==> config.mk <==
export PLATFORM = sky130hd
export DESIGN_NAME = ssg_ctrl
export DESIGN_NICKNAME = d
export VERILOG_FILES = /design/src/hdl/ssg_pkg.sv /design/src/hdl/ssg_ctrl.sv
export SDC_FILE = /design/constraint.sdc
export NUM_CORES = 1
export LEC_CHECK = 0
export BUFFER_PORTS_ARGS = -buffer_cell sky130_fd_sc_hd__buf_2
export CAP_MARGIN = 0
export CORE_UTILIZATION = 59
export DETAILED_ROUTE_END_ITERATION = 16
export PLACE_DENSITY_LB_ADDON = 0.15
export SETUP_SLACK_MARGIN = 0.4
export SYNTH_ARGS = -nofsm -noshare
export SYNTH_HDL_FRONTEND = slang
export SYNTH_SLANG_ARGS = --single-unit
==> constraint.sdc <==
create_clock -name clk -period 3.05 [get_ports clk]
set_clock_uncertainty 0.15 [all_clocks]
set_input_delay 0.305 -clock clk [delete_from_list [all_inputs] [get_ports clk]]
set_output_delay 0.305 -clock clk [all_outputs]
set_load 0.01 [all_outputs]
==> src/hdl/ssg_pkg.sv <==
`timescale 1ns / 1ps
// ----------------------------------------------------------------------------
// ssg_pkg
// Shared types and constants of the spatial stereo gain unit.
// ----------------------------------------------------------------------------
package ssg_pkg;

  localparam int IN_W      = 288;
  localparam int OUT_W     = 64;
  localparam int CFG_IDX_W = 2;
  localparam int CFG_W     = 32;

  localparam logic [CFG_IDX_W-1:0] REG_DIST_RECIP = 2'd0;
  localparam logic [CFG_IDX_W-1:0] REG_EMIT_VOL   = 2'd1;
  localparam logic [CFG_IDX_W-1:0] REG_CHAN_VOL   = 2'd2;

  localparam logic [31:0] DIST_RECIP_RST = 32'd65536;
  localparam logic [15:0] EMIT_VOL_RST   = 16'd4096;
  localparam logic [15:0] CHAN_VOL_RST   = 16'd4096;

  localparam int SQRT_STEPS = 32;
  localparam int DIV_STEPS  = 48;

  typedef enum logic [4:0] {
    OP_NOP,
    OP_LOAD,
    OP_MAG,
    OP_SQ,
    OP_SUM,
    OP_RT,
    OP_KD,
    OP_Q,
    OP_ATT,
    OP_CVEV,
    OP_M1,
    OP_M2,
    OP_DIV,
    OP_UST,
    OP_DOT,
    OP_GL,
    OP_GR,
    OP_OUT
  } op_t;

  typedef struct packed {
    op_t        op;
    logic [1:0] idx;
  } cmd_t;

  typedef struct packed {
    logic sqrt_busy;
    logic div_busy;
  } stat_t;

endpackage

==> src/hdl/ssg_ctrl.sv <==
`timescale 1ns / 1ps
// ----------------------------------------------------------------------------
// ssg_ctrl
// Sequencer: steps the datapath through one word and holds the result valid.
// ----------------------------------------------------------------------------
module ssg_ctrl (
  input  logic           clk,
  input  logic           rst_n,
  input  logic           in_tvalid,
  output logic           in_tready,
  output logic           out_tvalid,
  input  logic           out_tready,
  input  ssg_pkg::stat_t stat,
  output ssg_pkg::cmd_t  cmd
);
  import ssg_pkg::*;

  typedef enum logic [4:0] {
    S_IDLE, S_MAG, S_SQ, S_SUM, S_RT, S_RT_W, S_KD, S_Q, S_Q_W, S_ATT, S_ATT_W,
    S_CVEV, S_M1, S_M2, S_DIV, S_DIV_W, S_UST, S_DOT, S_GL, S_GR, S_OUT
  } state_t;

  state_t     state_r, state_nxt;
  logic [1:0] idx_r, idx_nxt;
  logic       out_tvalid_r, out_tvalid_nxt;
  logic       slot_free;

  assign in_tready  = (state_r == S_IDLE);
  assign out_tvalid = out_tvalid_r;
  assign slot_free  = !out_tvalid_r || out_tready;

  always_comb begin
    state_nxt      = state_r;
    idx_nxt        = idx_r;
    out_tvalid_nxt = out_tvalid_r && !out_tready;
    cmd.op         = OP_NOP;
    cmd.idx        = idx_r;
    case (state_r)
      S_IDLE: begin
        if (in_tvalid) begin
          cmd.op    = OP_LOAD;
          state_nxt = S_MAG;
        end
      end
      S_MAG: begin
        cmd.op    = OP_MAG;
        idx_nxt   = 2'd0;
        state_nxt = S_SQ;
      end
      S_SQ: begin
        cmd.op  = OP_SQ;
        idx_nxt = idx_r + 2'd1;
        if (idx_r == 2'd2) state_nxt = S_SUM;
      end
      S_SUM: begin
        cmd.op    = OP_SUM;
        state_nxt = S_RT;
      end
      S_RT: begin
        cmd.op    = OP_RT;
        state_nxt = S_RT_W;
      end
      S_RT_W: if (!stat.sqrt_busy) state_nxt = S_KD;
      S_KD: begin
        cmd.op    = OP_KD;
        state_nxt = S_Q;
      end
      S_Q: begin
        cmd.op    = OP_Q;
        state_nxt = S_Q_W;
      end
      S_Q_W: if (!stat.sqrt_busy) state_nxt = S_ATT;
      S_ATT: begin
        cmd.op    = OP_ATT;
        state_nxt = S_ATT_W;
      end
      S_ATT_W: if (!stat.div_busy) state_nxt = S_CVEV;
      S_CVEV: begin
        cmd.op    = OP_CVEV;
        state_nxt = S_M1;
      end
      S_M1: begin
        cmd.op    = OP_M1;
        state_nxt = S_M2;
      end
      S_M2: begin
        cmd.op    = OP_M2;
        idx_nxt   = 2'd0;
        state_nxt = S_DIV;
      end
      S_DIV: begin
        cmd.op    = OP_DIV;
        state_nxt = S_DIV_W;
      end
      S_DIV_W: if (!stat.div_busy) state_nxt = S_UST;
      S_UST: begin
        cmd.op = OP_UST;
        if (idx_r == 2'd2) begin
          idx_nxt   = 2'd0;
          state_nxt = S_DOT;
        end else begin
          idx_nxt   = idx_r + 2'd1;
          state_nxt = S_DIV;
        end
      end
      S_DOT: begin
        cmd.op  = OP_DOT;
        idx_nxt = idx_r + 2'd1;
        if (idx_r == 2'd2) state_nxt = S_GL;
      end
      S_GL: begin
        cmd.op    = OP_GL;
        state_nxt = S_GR;
      end
      S_GR: begin
        cmd.op    = OP_GR;
        state_nxt = S_OUT;
      end
      S_OUT: begin
        if (slot_free) begin
          cmd.op         = OP_OUT;
          out_tvalid_nxt = 1'b1;
          state_nxt      = S_IDLE;
        end
      end
      default: state_nxt = S_IDLE;
    endcase
  end

  always_ff @(posedge clk) begin
    if (!rst_n) begin
      state_r      <= S_IDLE;
      idx_r        <= '0;
      out_tvalid_r <= 1'b0;
    end else begin
      state_r      <= state_nxt;
      idx_r        <= idx_nxt;
      out_tvalid_r <= out_tvalid_nxt;
    end
  end

endmodule
==> metrics.txt <==
status finished clean; syn avg cell area 7.40 um2; die area 0.00174 mm2; worst reg2reg path endpoint state_r[0]; hold wc startpoint rst_n; Pwr Density 714 mW/mm2; minimum clock period 2.45 ns; root buf cell clkbuf_4; final count of hold timing violations 0; GRT overflow 0; Critical Path AT 1.99 ns; Core ar. 0.00138 mm2; Area contributors post-synth dfxtp_1, mux2i_1, nand2b_1; Die H 41.8 um; Pleak 0.376 nW; CP Class flip-flop to primary output; final std cells w/o fill 146; Slew HR 28.0%; register area share after synthesis 17.2%; Switching Share 46.1%; DPL Wire Length 1290 um; gpl congestion 0.804; Most used DFF post-synth dfxtp_1; Synth Register Bits 8; top cells by count, synth nor2_1, dfxtp_1, mux2i_1, nand2_1, nand2b_1; Nets 142; P_sw 328 uW; Worst Hold Path EP out_tvalid; fmax 0.409 GHz; first-pass GRT wire length 3520 um; EDFF count, synth 0; hold depth 2; row count 13; FF-to-FF Start state_r[0]; Final Slew Violations 0; Distinct cells, synth 44; Worst Hold Class primary input to flip-flop; deepest clock path buffer count 2; Tcrit/Tclk final 80.2%; Sink Count 8; worst-margin pin slew 1.08 ns; crit-path max FO 33; Area Growth Syn to Fin 6.98%; global-route usage over all layers 24.6%; Via-to-Cell Ratio 6.21; Synth area leader dfxtp_1; 1st-iter DRT viols 19; Area after DPL 973 um2; most frequent cell after synthesis nor2_1; top-area cell type share of the netlist area 17.2%; RSZ-0062 raised after global routing no; Post-synth ARST share 0%; Inst Count DP 143; worst vdd ir 0.430 mV; average wire per standard cell 13.7 um; Ports 15; H-tree depth 1; setup TNS 0 ns; flop2flop setup slack 0.84 ns; Netlist Area Pre-Place 932 um2; Port-buffer cells 14; cts bufs inserted 3; largest net degree at the start of global routing 34; Antenna Nets Post-Route 0; post-route cell area 997 um2; fraction of layout cells with a size suffix above 1 19.8%; Routed WL 2000 um; P_int 384 uW; DRC viols 0; initial cell density of the core 67.4%; Reg2Reg Depth 4; Die Width 41.8 um; Synth Instances 126; CTS clk-pin slew, worst paths 0.05 ns; number of diodes 0; Final Setup Violations 0; drt pass-1 iters 4; Synth Warn # 0; clock share of power 10.8%; Post-Syn Nets 135; via count 907; antenna violations before repair 0; FILL cells 116; TritonCTS clock tree yes; clk_lat worst skew 0.25 ns; vias in the first global route 794; Worst Setup End Kind primary output; total of max-cap violations 0; startpoint types flip-flop; Required @ worst endpoint 2.59 ns; Post-CTS Hold Buffers 0; sequential power share 34.3%; Comb power frac 54.9%
==> worst max-delay path, stage by stage (launching register included) <==
cell and delay [ns]:
dfxtp_1 1.03, and2_1 0.31, a21oi_1 0.06, a31o_2 0.21, buf_2 0.13
==> repair_timing <==
item / in CTS / in global routing
resized for setup: 0 / 1
endpoints found under the setup margin: 0 / 1
setup buffers: 0 / 0
==> metrics by stage <==
step / utilization, % / setup slack, ns / hold WS (ns) / total power [mW]
floorplan: - / 1.17 / 0.315 / 0.544
global placement: 70.4 / 0.826 / 0.386 / 0.616
detailed placement: 70.4 / 0.749 / 0.384 / 0.628
CTS: 72.0 / 0.603 / 0.241 / 0.709
global route: 72.1 / 0.438 / 0.248 / 0.776
finish: 72.1 / 0.604 / 0.248 / 0.712
==> flip-flops by register name (all words and copies together), names as in the netlist <==
name and cells:
idx_r 2, out_tvalid 1, state_r 5
==> power groups by stage <==
stage | registers, mW | clock network (mW) | logic (mW)
5_1_grt | 0.256 | 0.0877 | 0.432
3_5_place_dp | 0.240 | 0 | 0.388
6_report | 0.244 | 0.0768 | 0.391
2_1_floorplan | 0.152 | 0 | 0.392
4_1_cts | 0.238 | 0.0796 | 0.392
3_3_place_gp | 0.236 | 0 | 0.380
==> per-layer routing <==
metal,global-route usage (%),routed length [um]
met1,33.6,967
met2,41.9,961
met3,3.91,67
met4,2.58,0
met5,0,0
==> layout by cell type (no fill, tap or decap), types with 2 or more instances in the layout <==
cell type	netlist	routed
a21oi_1	6	6
a22oi_1	2	2
and3b_1	2	2
buf_2	5	14
clkbuf_4	0	3
dfxtp_1	8	7
ha_1	3	3
inv_1	4	4
mux2i_1	8	8
nand2_1	8	8
nand2b_1	8	8
nand3b_1	2	2
nand4b_1	4	4
nor2_1	10	10
nor2b_1	2	2
nor3_1	3	3
nor3b_1	4	4
o21ai_0	7	7
o21ai_1	2	2
o22ai_1	4	4
o32a_1	2	2
or2_2	2	2
xor2_1	2	2
==> layout make-up <==
type | instances | area, um2 | area share [%]
clock buffers | 3 | 22.5 | 2.26
inverters | 4 | 15.0 | 1.51
multi-input cells | 101 | 702 | 70.4
flip-flops and latches | 8 | 161 | 16.2
well taps | 15 | 18.8 | 1.88
repair buffers | 15 | 77.6 | 7.78
==> logic make-up after synthesis <==
kind of cell | after synthesis | synth area share (%)
AO/OA/AOI/OAI | 33 | 23.4
XOR/XNOR | 3 | 2.82
adder cells (fa/ha/maj) | 3 | 4.03
buffers and inverters | 17 | 7.52
flip-flops | 8 | 17.2
multiplexers | 8 | 8.59
AND/OR/NAND/NOR | 54 | 36.5
==> how the worst max path moves through the flow <==
stage	from	cells after the start	slack, ns	to
after floorplan	state_r[0]	5	1.17	cmd[3]
after global placement	state_r[2]	4	0.83	state_r[0]
after detailed placement	state_r[2]	4	0.75	state_r[0]
after CTS	state_r[2]	5	0.60	cmd[2]
after global routing	state_r[0]	5	0.44	cmd[2]
final	state_r[0]	4	0.60	cmd[5]
(Power assumes the default switching activity.)
